<file path="config.mk">
export PLATFORM = sky130hd
export DESIGN_NAME = tcp_ip_checksum_engine
export DESIGN_NICKNAME = d
export VERILOG_FILES = /design/src/rtl/tcsum_pkg.sv /design/src/rtl/tcsum_front.sv /design/src/rtl/tcsum_accum.sv /design/src/rtl/tcp_ip_checksum_engine.sv
export SDC_FILE = /design/constraint.sdc
export NUM_CORES = 1
export LEC_CHECK = 0
export BUFFER_PORTS_ARGS = -buffer_cell sky130_fd_sc_hd__clkbuf_2
export CAP_MARGIN = 20
export CORE_ASPECT_RATIO = 2
export CORE_UTILIZATION = 40
export CTS_CLUSTER_DIAMETER = 100
export DETAILED_ROUTE_END_ITERATION = 12
export PLACE_DENSITY = 0.72
export SYNTH_ARGS = -nofsm -noshare
export SYNTH_HDL_FRONTEND = slang
export SYNTH_SLANG_ARGS = --single-unit
</file>
<file path="constraint.sdc">
create_clock -name clk_i -period 10.75 [get_ports clk_i]
set_clock_uncertainty 0.15 [all_clocks]
set_input_delay 0 -clock clk_i [delete_from_list [all_inputs] [get_ports clk_i]]
set_output_delay 0 -clock clk_i [all_outputs]
set_load 0.02 [all_outputs]
</file>
<file path="src/rtl/tcsum_pkg.sv">
// ----------------------------------------------------------------------------
// tcsum_pkg
// Shared types, constants and the ones'-complement add for the checksum engine.
// ----------------------------------------------------------------------------
`timescale 1ns / 1ps
`default_nettype none

package tcsum_pkg;

  localparam int unsigned IdxW = 4;

  localparam logic [IdxW-1:0] IDX_SAT      = 4'd9;
  localparam logic [IdxW-1:0] IP_CSUM_POS  = 4'd5;
  localparam logic [IdxW-1:0] TCP_CSUM_POS = 4'd8;

  localparam logic [15:0] PROTO_TCP = 16'h0006;
  localparam logic [15:0] MASK16    = 16'hffff;
  localparam logic [15:0] ZERO16    = 16'h0000;
  localparam logic [15:0] ODD_MASK  = 16'hff00;

  localparam logic MODE_IP  = 1'b0;
  localparam logic MODE_TCP = 1'b1;

  // one request held in the input register, with its pseudo-header sum
  typedef struct packed {
    logic        op;
    logic        first;
    logic [15:0] data_word;
    logic        last;
    logic        odd_tail;
    logic [15:0] phdr_sum;
  } stage_t;

  // 16-bit ones'-complement add with end-around carry
  function automatic logic [15:0] oc_add(input logic [15:0] a, input logic [15:0] b);
    logic [16:0] t;
    t = {1'b0, a} + {1'b0, b};
    return t[15:0] + {15'd0, t[16]};
  endfunction

endpackage

`default_nettype wire

</file>
<file path="src/rtl/tcsum_front.sv">
// ----------------------------------------------------------------------------
// tcsum_front
// Input register; folds the TCP pseudo-header into 16 bits on the way in.
// ----------------------------------------------------------------------------
`timescale 1ns / 1ps
`default_nettype none

module tcsum_front (
  input  wire logic                 clk_i,
  input  wire logic                 rst_ni,
  input  wire logic                 in_valid_i,
  output logic                      in_ready_o,
  input  wire logic                 op_i,
  input  wire logic                 first_i,
  input  wire logic [15:0]          data_word_i,
  input  wire logic                 last_i,
  input  wire logic                 odd_tail_i,
  input  wire logic [31:0]          src_addr_i,
  input  wire logic [31:0]          dst_addr_i,
  input  wire logic [15:0]          seg_len_i,
  input  wire logic                 take_i,
  output logic                      stage_valid_o,
  output tcsum_pkg::stage_t         stage_o
);

  logic              valid_q, valid_d;
  tcsum_pkg::stage_t item_q, item_d;
  logic              load;
  logic [18:0]       phdr_wide;
  logic [16:0]       phdr_f1;
  logic [15:0]       phdr_f2;

  assign in_ready_o = !valid_q || take_i;
  assign load       = in_valid_i && in_ready_o;

  // six 16-bit terms summed wide, then folded twice
  always_comb begin
    phdr_wide = {3'd0, src_addr_i[31:16]} + {3'd0, src_addr_i[15:0]}
              + {3'd0, dst_addr_i[31:16]} + {3'd0, dst_addr_i[15:0]}
              + {3'd0, tcsum_pkg::PROTO_TCP} + {3'd0, seg_len_i};
    phdr_f1   = {1'b0, phdr_wide[15:0]} + {14'd0, phdr_wide[18:16]};
    phdr_f2   = phdr_f1[15:0] + {15'd0, phdr_f1[16]};
  end

  always_comb begin
    item_d           = item_q;
    item_d.op        = op_i;
    item_d.first     = first_i;
    item_d.data_word = data_word_i;
    item_d.last      = last_i;
    item_d.odd_tail  = odd_tail_i;
    item_d.phdr_sum  = (op_i == tcsum_pkg::MODE_TCP) ? phdr_f2 : tcsum_pkg::ZERO16;
  end

  always_comb begin
    valid_d = valid_q;
    if (load) begin
      valid_d = 1'b1;
    end else if (take_i) begin
      valid_d = 1'b0;
    end
  end

  always_ff @(posedge clk_i or negedge rst_ni) begin
    if (!rst_ni) begin
      valid_q <= 1'b0;
    end else begin
      valid_q <= valid_d;
    end
  end

  always_ff @(posedge clk_i) begin
    if (load) begin
      item_q <= item_d;
    end
  end

  assign stage_valid_o = valid_q;
  assign stage_o       = item_q;

endmodule

`default_nettype wire

</file>
<file path="src/rtl/tcsum_accum.sv">
// ----------------------------------------------------------------------------
// tcsum_accum
// Running ones'-complement sum, word position, mode, and the result register.
// ----------------------------------------------------------------------------
`timescale 1ns / 1ps
`default_nettype none

module tcsum_accum (
  input  wire logic                 clk_i,
  input  wire logic                 rst_ni,
  input  wire logic                 stage_valid_i,
  input  wire tcsum_pkg::stage_t    stage_i,
  output logic                      take_o,
  output logic                      out_valid_o,
  input  wire logic                 out_ready_i,
  output logic [15:0]               checksum_o
);

  logic [15:0]                 sum_q, sum_d;
  logic [tcsum_pkg::IdxW-1:0]  idx_q, idx_d;
  logic                        mode_q, mode_d;
  logic                        out_valid_q, out_valid_d;
  logic [15:0]                 csum_q;
  logic [tcsum_pkg::IdxW-1:0]  idx_cur, pos;
  logic [15:0]                 base, word;

  // a word moves on only when the result register is free or is being read out
  assign take_o = stage_valid_i && (!out_valid_q || out_ready_i);

  always_comb begin
    mode_d  = stage_i.first ? stage_i.op : mode_q;
    idx_cur = stage_i.first ? '0 : idx_q;
    base    = stage_i.first ? stage_i.phdr_sum : sum_q;
    pos     = (mode_d == tcsum_pkg::MODE_TCP) ? tcsum_pkg::TCP_CSUM_POS
                                              : tcsum_pkg::IP_CSUM_POS;
    word    = (idx_cur == pos) ? tcsum_pkg::ZERO16 : stage_i.data_word;
    if (stage_i.last && stage_i.odd_tail) begin
      word = word & tcsum_pkg::ODD_MASK;
    end
    sum_d = tcsum_pkg::oc_add(base, word);
    idx_d = (idx_cur < tcsum_pkg::IDX_SAT) ? idx_cur + 4'd1 : idx_cur;
  end

  always_comb begin
    out_valid_d = out_valid_q;
    if (take_o && stage_i.last) begin
      out_valid_d = 1'b1;
    end else if (out_ready_i) begin
      out_valid_d = 1'b0;
    end
  end

  always_ff @(posedge clk_i or negedge rst_ni) begin
    if (!rst_ni) begin
      sum_q       <= '0;
      idx_q       <= '0;
      mode_q      <= tcsum_pkg::MODE_IP;
      out_valid_q <= 1'b0;
    end else begin
      out_valid_q <= out_valid_d;
      if (take_o) begin
        sum_q  <= sum_d;
        idx_q  <= idx_d;
        mode_q <= mode_d;
      end
    end
  end

  always_ff @(posedge clk_i) begin
    if (take_o && stage_i.last) begin
      csum_q <= ~sum_d & tcsum_pkg::MASK16;
    end
  end

  assign out_valid_o = out_valid_q;
  assign checksum_o  = csum_q;

endmodule

`default_nettype wire

</file>
<file path="src/rtl/tcp_ip_checksum_engine.sv">
// ----------------------------------------------------------------------------
// tcp_ip_checksum_engine
// Internet checksum over an IPv4 header or a TCP segment with pseudo-header.
// ----------------------------------------------------------------------------
// Takes one 16-bit packet word per cycle with no gaps needed between words or
// packets, unless the input side stalls. Each word passes through an input
// register (where the TCP pseudo-header is pre-folded on the first word) and
// then one 16-bit end-around add into the running sum; the checksum of a
// packet is valid in the result register once its last word has been added.
// The input side stalls only while a finished checksum waits in the result
// register and the next word in the input register is blocked behind it.
`timescale 1ns / 1ps
`default_nettype none

module tcp_ip_checksum_engine (
  input  wire logic        clk_i,
  input  wire logic        rst_ni,
  input  wire logic        in_valid_i,
  output logic             in_ready_o,
  input  wire logic        op_i,
  input  wire logic        first_i,
  input  wire logic [15:0] data_word_i,
  input  wire logic        last_i,
  input  wire logic        odd_tail_i,
  input  wire logic [31:0] src_addr_i,
  input  wire logic [31:0] dst_addr_i,
  input  wire logic [15:0] seg_len_i,
  output logic             out_valid_o,
  input  wire logic        out_ready_i,
  output logic [15:0]      checksum_o
);

  logic              take;
  logic              stage_valid;
  tcsum_pkg::stage_t stage;

  tcsum_front u_front (
    .clk_i         (clk_i),
    .rst_ni        (rst_ni),
    .in_valid_i    (in_valid_i),
    .in_ready_o    (in_ready_o),
    .op_i          (op_i),
    .first_i       (first_i),
    .data_word_i   (data_word_i),
    .last_i        (last_i),
    .odd_tail_i    (odd_tail_i),
    .src_addr_i    (src_addr_i),
    .dst_addr_i    (dst_addr_i),
    .seg_len_i     (seg_len_i),
    .take_i        (take),
    .stage_valid_o (stage_valid),
    .stage_o       (stage)
  );

  tcsum_accum u_accum (
    .clk_i         (clk_i),
    .rst_ni        (rst_ni),
    .stage_valid_i (stage_valid),
    .stage_i       (stage),
    .take_o        (take),
    .out_valid_o   (out_valid_o),
    .out_ready_i   (out_ready_i),
    .checksum_o    (checksum_o)
  );

`ifndef SYNTH
  // a blocked word stays put in the input register
  a_stage_hold: assert property (@(posedge clk_i) disable iff (!rst_ni)
    stage_valid && !take |=> stage_valid && $stable(stage))
    else $error("input register changed while stalled");

  // the last word of a packet always produces a checksum
  a_last_emits: assert property (@(posedge clk_i) disable iff (!rst_ni)
    take && stage.last |=> out_valid_o)
    else $error("no checksum after last word");

  // a pending checksum is never overwritten
  a_no_overrun: assert property (@(posedge clk_i) disable iff (!rst_ni)
    out_valid_o && !out_ready_i |-> !take)
    else $error("word taken while result pending");
`endif

endmodule

`default_nettype wire
</file>
==> flow_metrics.env, run 1 <==
export IMPL_outcome="completed"
export IMPL_synth_async_reset_ratio_pct=30.7
export IMPL_yosysMostFrequentCell="ha_1"
export IMPL_wl_per_cell_um=15.1
export IMPL_powerDensity_nw_per_um2=311
export IMPL_tns_ns=0
export IMPL_synth_avg_cell_area_um2=9.96
export IMPL_yosysUniqueCellTypes=73
export IMPL_post_synth_fa_ha_maj_area_fraction_pct=23.3
export IMPL_gp_congestion=0.905
export IMPL_ctsResizeCount=0
export IMPL_grtUsageTotal_pct=18.5
export IMPL_clk_pin_slew_ns=0.06
export IMPL_fin_util_pct=48.8
export IMPL_clockBufferDepth=2
export IMPL_synth_flop_cell="edfxtp_1"
export IMPL_cts_hold_buf=24
export IMPL_p_seq_share_pct=18.6
export IMPL_worst_slack_ns=2.06
export IMPL_initial_core_util_pct=41.0
export IMPL_synth_top_cell_by_area="edfxtp_1"
export IMPL_dp_slack_ns=1.62
export IMPL_ys_warn_count=0
export IMPL_syn_num_nets=930
export IMPL_combPwrFrac_pct=70.7
export IMPL_fin_nets=1077
export IMPL_hpwl_um=13600
export IMPL_finalSetupViolations=0
export IMPL_antenna_found_initial=0
export IMPL_swShare_pct=47.3
export IMPL_grt_use_met3_pct=1.52
export IMPL_synth_area_um2=7120
export IMPL_ys_ff_latch=75
export IMPL_drive_gt1_share_pct=20.6
export IMPL_critPathCaptureType="flop"
export IMPL_r2r_start="u_front.stage_o[34]"
export IMPL_ys_top_cells_by_count="ha_1 (75), inv_1 (59), edfxtp_1 (52), nand2_1 (50), nor2_1 (43)"
export IMPL_cts_tree="built"
export IMPL_synth_xor_area_share_pct=7.51
export IMPL_vias=5756
export IMPL_p_sw_mw=1.24
export IMPL_core_um2=17400
export IMPL_clock_sinks=75
export IMPL_synth_simple_area_share_pct=16.1
export IMPL_cp_slowest_cell="a2111oi_0"
export IMPL_fill_cells=1663
export IMPL_grt_busiest_layer="met2"
export IMPL_synth_area_leaders="edfxtp_1 (22%), ha_1 (13%), fa_1 (10%), dfrtp_1 (8.1%), xnor2_1 (4.6%)"
export IMPL_drtIter0Drc=185
export IMPL_grt_util_met2_pct=37.8
export IMPL_final_antenna_net_count=0
export IMPL_routed_wl_um=16300
export IMPL_io_buffers=121
export IMPL_viasPerCell=5.34
export IMPL_cts_setup_buffers=0
export IMPL_seq_area_frac_synth_pct=30.0
export IMPL_internal_power_mw=1.39
export IMPL_drv_cap=0
export IMPL_max_freq_ghz=0.115
export IMPL_synth_edf_count=52
export IMPL_cp_max_fo=5
export IMPL_route_detailed_drc=0
export IMPL_hold_path_class="primary input to async pin"
export IMPL_io_pins=122
export IMPL_cpPeakStageDelay_ns=0.64
export IMPL_antenna_cells=0
export IMPL_critPathLaunchType="primary input"
export IMPL_clock_latency_ns=0.34
export IMPL_hold_viol_final=0
export IMPL_worst_pin_slew_ns=0.906
export IMPL_fin_crit_ns=8.69
export IMPL_die_x_um=96.3
export IMPL_timing_critical_path_mode_cell="ha_1"
export IMPL_grt_pass1_wl_um=25800
export IMPL_clkPwrFrac_pct=10.7
export IMPL_power_leakage_nw=3.76
export IMPL_grt_max_degree=37
export IMPL_first_pass_iters=6
export IMPL_synth_top_area_share_pct=21.9
export IMPL_setup_worst_path_start="src_addr_i[0]"
export IMPL_critical_path_required_ns=10.70
export IMPL_rsz0062_at_grt="false"
export IMPL_root_buffer="clkbuf_16"
export IMPL_grt_util_met1_pct=15.8
export IMPL_die_h_um=191
export IMPL_peakVddDrop_v=0.000161
export IMPL_hold_ws_ns=0.0856
export IMPL_path_class="primary input to flop"
export IMPL_syn_to_final_growth_pct=19.1
export IMPL_fin_crit_sh_pct=80.9
export IMPL_grt_overflow_total=0
export IMPL_grt_pass1_vias=5812
export IMPL_synth_cells=715
export IMPL_rows=68
export IMPL_cp_arrival_ns=8.64
export IMPL_synth_top_family_by_area="adder cells"
export IMPL_numCtsBuffers=9
export IMPL_synth_compound_area_share_pct=15.9
export IMPL_htreeDepth=3
export IMPL_die_area_um2=18400
export IMPL_maxSlewHeadroom_pct=39.4
export IMPL_drv_slew=0
export IMPL_muxShareOfSynthArea_pct=3.15
==> worst max-delay path, delay by kind of cell <==
family | cells | cell delay (ns)
compound gates | 15 | 3.29
fa+ha+maj | 9 | 3.13
simple gates | 10 | 1.50
xor+xnor | 3 | 0.52
buf+inv | 2 | 0.17
==> area by class of cell <==
class / count / area, µm² / share of cell area [%]
timing repair buffer: 149 / 876 / 10.3
inverter: 59 / 221 / 2.61
multi-input combinational: 568 / 4700 / 55.4
clock inverter: 5 / 40.0 / 0.472
sequential: 75 / 2140 / 25.2
clock buffer: 11 / 243 / 2.86
tap: 210 / 263 / 3.10
==> state kept, by name, summed over array words and instances (netlist names) <==
| name | cells |
|---|---|
| u_front.stage_o | 36 |
| u_accum.checksum_o | 16 |
| u_accum.sum_q | 16 |
| u_accum.idx_q | 4 |
| u_accum.mode_q | 1 |
| u_accum.out_valid_o | 1 |
| u_front.stage_valid_o | 1 |
==> metrics by stage <==
| stage | cells | power [mW] | cell area [µm²] |
|---|---|---|---|
| final | 1077 | 2.63 | 8480 |
| after CTS | 1077 | 2.65 | 8480 |
| after detailed placement | 1037 | 2.35 | 7950 |
| after global placement | 1037 | 2.32 | 7950 |
| after floorplan | 715 | 1.95 | 7120 |
| after global routing | 1077 | 2.88 | 8480 |
==> power by group through the flow <==
stage / logic [mW] / clock network [mW] / registers, mW
global route: 2.09 / 0.295 / 0.499
global placement: 1.83 / 0 / 0.493
CTS: 1.87 / 0.284 / 0.489
finish: 1.86 / 0.282 / 0.489
floorplan: 1.45 / 0 / 0.503
detailed placement: 1.85 / 0 / 0.493
==> per-layer routing <==
metal	wire (µm)	part of all wire [%]
met1	5390	33
met2	9590	59
met3	371	2.3
met4	929	5.7
met5	0	0
==> cells in the final DEF (no fill, tap or decap), drive strengths merged, types with 5 or more instances in the layout <==
cell type	netlist	final
nor2	44	44
nand4	8	8
nor2b	5	5
a31oi	5	5
mux2	19	19
nand2b	9	9
nand2	52	52
dfrtp	23	23
o21a	7	7
and2	28	28
ha	75	75
o21bai	8	8
o31ai	5	5
and3	9	9
a21oi	33	33
dlygate4sd3	0	24
inv	59	59
edfxtp	52	52
nor3	13	13
clkbuf	9	132
nand3	16	16
xor2	24	24
a211oi	8	8
a21o	16	16
fa	36	36
o21ai	44	44
or3	8	8
xnor2	37	37
o211ai	8	8
==> logic make-up (layout without fill, tap and decap cells) <==
group | after synthesis | count (layout)
AOI/OAI and AO/OA | 164 | 164
xor gates and xnor gates | 61 | 61
adders and majority gates | 111 | 111
buffers and inverters | 72 | 224
DFF | 75 | 75
muxes | 20 | 20
and+or+nand+nor | 212 | 212
==> final timing paths <==
kind | endpoint | slack (ns) | cells after the start
min | u_accum.idx_q[0] | 0.09 | 2
min in group clk_i | u_front.stage_o[22] | 0.22 | 2
min reg2reg | u_accum.sum_q[8] | 0.33 | 2
max | u_front.stage_o[6] | 2.06 | 39
max in group asynchronous | u_accum.sum_q[5] | 9.91 | 2
max reg2reg | u_accum.checksum_o[11] | 4.67 | 26
Power figures use the tool's default switching activity.
==> inputs of run 2 (changes only) <==
clock period = 8.7 ns   (was 10.75 ns; I/O delays follow)
==> run 2 against run 1 <==
Compared with the run above:
- utilization is 0.60 points higher
- via count is 1.1% higher
- worst hold slack worse by 0.0088 ns
- combinational power rose by 26%
- register-to-register slack lost 2.0 ns
- total power increased by 27%
- count of clock-buffer cells in the layout unchanged
- die area unchanged
- non-clock buffer count rose by 6
- sequential power is 24% higher
- flip-flop and latch count is the same
==> flow_metrics.env, run 2 (synthesized netlist as in run 1, its figures left out) <==
export IMPL_fin_util_pct=49.4
export IMPL_numCtsBuffers=9
export IMPL_grtUsageTotal_pct=18.5
export IMPL_grt_overflow_total=0
export IMPL_fin_crit_sh_pct=93.7
export IMPL_antenna_cells=0
export IMPL_cpPeakStageDelay_ns=0.47
export IMPL_vias=5818
export IMPL_io_buffers=121
export IMPL_finalSetupViolations=0
export IMPL_drv_slew=0
export IMPL_cp_max_fo=5
export IMPL_r2r_start="u_front.stage_o[34]"
export IMPL_grt_pass1_vias=5802
export IMPL_powerDensity_nw_per_um2=388
export IMPL_syn_to_final_growth_pct=20.5
export IMPL_cp_slowest_cell="fa_1"
export IMPL_cts_tree="built"
export IMPL_critical_path_required_ns=8.64
export IMPL_clk_pin_slew_ns=0.06
export IMPL_power_leakage_nw=3.81
export IMPL_final_antenna_net_count=0
export IMPL_fill_cells=1639
export IMPL_fin_crit_ns=8.15
export IMPL_setup_worst_path_start="src_addr_i[0]"
export IMPL_r2r_setup_slack_ns=2.65
export IMPL_outcome="completed"
export IMPL_r2r_cells=26
export IMPL_die_h_um=191
export IMPL_drtIter0Drc=226
export IMPL_layout_common_cells="clkbuf_2 (121), ha_1 (75), inv_1 (59)"
export IMPL_hold_path_class="primary input to async pin"
export IMPL_core_um2=17400
export IMPL_clock_sinks=75
export IMPL_max_freq_ghz=0.123
export IMPL_clockBufferDepth=2
export IMPL_worst_pin_slew_ns=1.01
export IMPL_design_power_total_mw=3.33
export IMPL_rows=68
export IMPL_peakVddDrop_v=0.000181
export IMPL_timing_critical_path_mode_cell="ha_1"
export IMPL_root_buffer="clkbuf_16"
export IMPL_hold_viol_final=0
export IMPL_routed_wl_um=16300
export IMPL_path_class="primary input to flop"
export IMPL_clock_latency_ns=0.34
export IMPL_grt_max_degree=37
export IMPL_die_area_um2=18400
export IMPL_first_pass_iters=4
export IMPL_route_detailed_drc=0
export IMPL_critPathCaptureType="flop"
export IMPL_initial_core_util_pct=41.0
export IMPL_critPathLaunchType="primary input"
export IMPL_fin_nets=1083
export IMPL_drive_gt1_share_pct=22.0
export IMPL_htreeDepth=3
export IMPL_hpwl_um=13500
export IMPL_die_x_um=96.3
export IMPL_maxSlewHeadroom_pct=32.8
export IMPL_cp_arrival_ns=8.10
export IMPL_io_pins=122
export IMPL_drv_cap=0
export IMPL_antenna_found_initial=0
export IMPL_final_common_cell="clkbuf_2"
export IMPL_grt_pass1_wl_um=25900
export IMPL_largest_reg_flops=36
export IMPL_viasPerCell=5.37
export IMPL_gp_congestion=0.914
export IMPL_wl_per_cell_um=15.0
[run 2: final timing paths]
path                                          end
setup / recovery              u_front.stage_o[14]
hold / removal                   u_accum.idx_q[1]
setup reg to reg           u_accum.checksum_o[11]
hold reg to reg                    u_accum.mode_q
max in group asynchronous        u_accum.sum_q[3]
min in group clk_i            u_front.stage_o[24]
[run 2: metal layers]
metal	global-route usage [%]	part of all wire, %
met5	0	0
met4	11.5	5.8
met3	2.03	2.3
met2	37.4	59
met1	16.2	33
[run 2: area by class of cell]
type | count | area [µm²] | share of cell area, %
multi-input cells | 568 | 4730 | 55.2
clock buffers | 11 | 243 | 2.83
well taps | 210 | 263 | 3.06
inverters | 59 | 221 | 2.58
repair buffers | 155 | 921 | 10.7
flip-flops and latches | 75 | 2140 | 24.9
clock inverters | 5 | 62.6 | 0.729
[run 2: power breakdown]
part           internal (mW)  switching, mW
sequential             0.555         0.0510
clock                  0.231          0.143
combinational          0.991           1.36
total                   1.78           1.55
[run 2: per-stage QoR]
stage               hold WS, ns  instances  TNS [ns]  area [µm²]  worst slack [ns]
floorplan                -0.446        715         0        7120             0.692
global placement        -0.0782       1042         0        7990            0.0510
detailed placement      -0.0764       1042     -1.42        7990            -0.218
CTS                       0.111       1082         0        8540             0.143
global route              0.145       1083  -0.00430        8580          -0.00430
finish                   0.0768       1083         0        8580             0.546
[run 2: worst max-delay path, delay by kind of cell]
family / cells / cell delay [ns]
AO/OA/AOI/OAI: 14 / 2.55
XOR/XNOR: 2 / 0.39
AND/OR/NAND/NOR: 10 / 1.73
buffers and inverters: 3 / 0.36
adder cells (fa/ha/maj): 9 / 3.06
[run 2: repair_timing]
item	in CTS	in global routing
endpoints found under the setup margin	0	13
setup buffers	0	1
endpoints found under the hold margin	49	0
gates resized for setup	0	11
hold buffers	24	0
==> inputs of run 3 (changes only) <==
PLACE_DENSITY = unset   (was 0.72)
PLACE_DENSITY_LB_ADDON = 0.2   (was unset)
==> run 3 against run 2 <==
Compared with the run above:
- non-clock buffer count up 1
- register-to-register slack worse by 0.58 ns
- final cell count about the same
- total power up 0.73%
==> flow_metrics.env, run 3 (synthesized netlist as in run 1, its figures left out) <==
export IMPL_critical_path_required_ns=8.63
export IMPL_wl_per_cell_um=15.0
export IMPL_final_common_cell="clkbuf_2"
export IMPL_root_buffer="clkbuf_16"
export IMPL_clk_pin_slew_ns=0.06
export IMPL_fin_crit_sh_pct=94.5
export IMPL_antenna_found_initial=0
export IMPL_grt_max_degree=37
export IMPL_io_pins=122
export IMPL_cp_arrival_ns=8.15
export IMPL_io_buffers=121
export IMPL_vias=5727
export IMPL_numCtsBuffers=9
export IMPL_timing_critical_path_mode_cell="ha_1"
export IMPL_maxSlewHeadroom_pct=32.9
export IMPL_multi_input_area_um2=4720
export IMPL_hold_viol_final=0
export IMPL_power_leakage_nw=3.82
export IMPL_largest_reg_flops=36
export IMPL_die_x_um=96.3
export IMPL_core_um2=17400
export IMPL_critPathCaptureType="flop"
export IMPL_critPathLaunchType="primary input"
export IMPL_clock_latency_ns=0.33
export IMPL_outcome="completed"
export IMPL_first_pass_iters=5
export IMPL_path_class="primary input to flop"
export IMPL_drtIter0Drc=150
export IMPL_drv_slew=0
export IMPL_fin_crit_ns=8.22
export IMPL_viasPerCell=5.28
export IMPL_cts_setup_buffers=0
export IMPL_route_detailed_drc=0
export IMPL_clockBufferDepth=2
export IMPL_dp_slack_ns=-0.0458
export IMPL_grtUsageTotal_pct=18.7
export IMPL_die_area_um2=18400
export IMPL_layout_common_cells="clkbuf_2 (121), ha_1 (75), inv_1 (59)"
export IMPL_cpPeakStageDelay_ns=0.48
export IMPL_finalSetupViolations=0
export IMPL_hold_ws_ns=0.0777
export IMPL_grt_overflow_total=0
export IMPL_fill_cells=1700
export IMPL_hpwl_um=13600
export IMPL_antenna_cells=0
export IMPL_powerDensity_nw_per_um2=391
export IMPL_seq_area_um2=2140
export IMPL_max_freq_ghz=0.122
export IMPL_drive_gt1_share_pct=21.6
export IMPL_cts_tree="built"
export IMPL_gp_congestion=0.902
export IMPL_worst_slack_ns=0.479
export IMPL_initial_core_util_pct=41.0
export IMPL_fin_nets=1084
export IMPL_peakVddDrop_v=0.000160
export IMPL_grt_pass1_wl_um=26200
export IMPL_cp_max_fo=5
export IMPL_htreeDepth=3
export IMPL_worst_pin_slew_ns=0.996
export IMPL_die_h_um=191
export IMPL_routed_wl_um=16200
export IMPL_clock_sinks=75
export IMPL_cp_slowest_cell="fa_1"
export IMPL_hold_path_class="primary input to async pin"
export IMPL_syn_to_final_growth_pct=20.5
export IMPL_rows=68
export IMPL_final_antenna_net_count=0
export IMPL_grt_pass1_vias=5809
export IMPL_drv_cap=0
run 3: path summary, 6_finish.rpt:
kind                                               end         startpoint  cells after the start  slack, ns
min in group clk_i                 u_front.stage_o[21]     data_word_i[3]                      2       0.23
worst min register to register       u_accum.sum_q[10]  u_accum.sum_q[10]                      2       0.33
worst min-delay path                  u_accum.idx_q[2]             rst_ni                      2       0.08
worst max-delay path                u_front.stage_o[8]      src_addr_i[0]                     40       0.48
worst max register to register  u_accum.checksum_o[11]   u_accum.idx_q[2]                     24       2.07
max in group asynchronous             u_accum.sum_q[5]             rst_ni                      2       7.87
run 3: power by group:
part | internal [mW] | switching [mW]
combinational | 0.980 | 1.38
clock | 0.250 | 0.136
sequential | 0.555 | 0.0501
total | 1.78 | 1.57
run 3: area by class of cell:
type,instances,area share [%]
sequential,75,24.9
timing repair buffer,156,10.8
clock inverter,5,0.904
tap,210,3.06
multi-input combinational,568,55.0
clock buffer,11,2.71
inverter,59,2.58
run 3: per-stage QoR:
| step | std cells | power [mW] | utilization (%) | TNS, ns | cell area, µm² |
|---|---|---|---|---|---|
| global placement | 1044 | 2.93 | 46.1 | 0 | 8010 |
| CTS | 1084 | 3.36 | 49.3 | 0 | 8560 |
| finish | 1084 | 3.35 | 49.4 | 0 | 8580 |
| detailed placement | 1044 | 2.95 | 46.1 | -0.116 | 8010 |
| global route | 1084 | 3.67 | 49.4 | -0.00258 | 8580 |
| floorplan | 715 | 2.41 | - | 0 | 7120 |
run 3: timing repair:
action	in CTS	in global routing
endpoints found under the hold margin	50	0
resized for setup	0	5
setup endpoints to repair	0	10
hold buffers	24	0
run 3: metal layers:
metal | GRT usage [%] | wire length (µm) | vias up | share of wire (%)
li1 | - | - | 2882 | -
met1 | 16.9 | 5410 | 2660 | 33
met2 | 37.5 | 9500 | 147 | 59
met3 | 1.83 | 463 | 38 | 2.9
met4 | 11.1 | 857 | 0 | 5.3
met5 | 0 | 0 | - | 0
run 3: worst max-delay path: cells and delay by family:
kind / cells / cell delay, ns
adder cells (fa/ha/maj): 9 / 3.12
buffers and inverters: 4 / 0.51
AND/OR/NAND/NOR: 9 / 1.17
AO/OA/AOI/OAI: 15 / 2.86
XOR/XNOR: 3 / 0.49
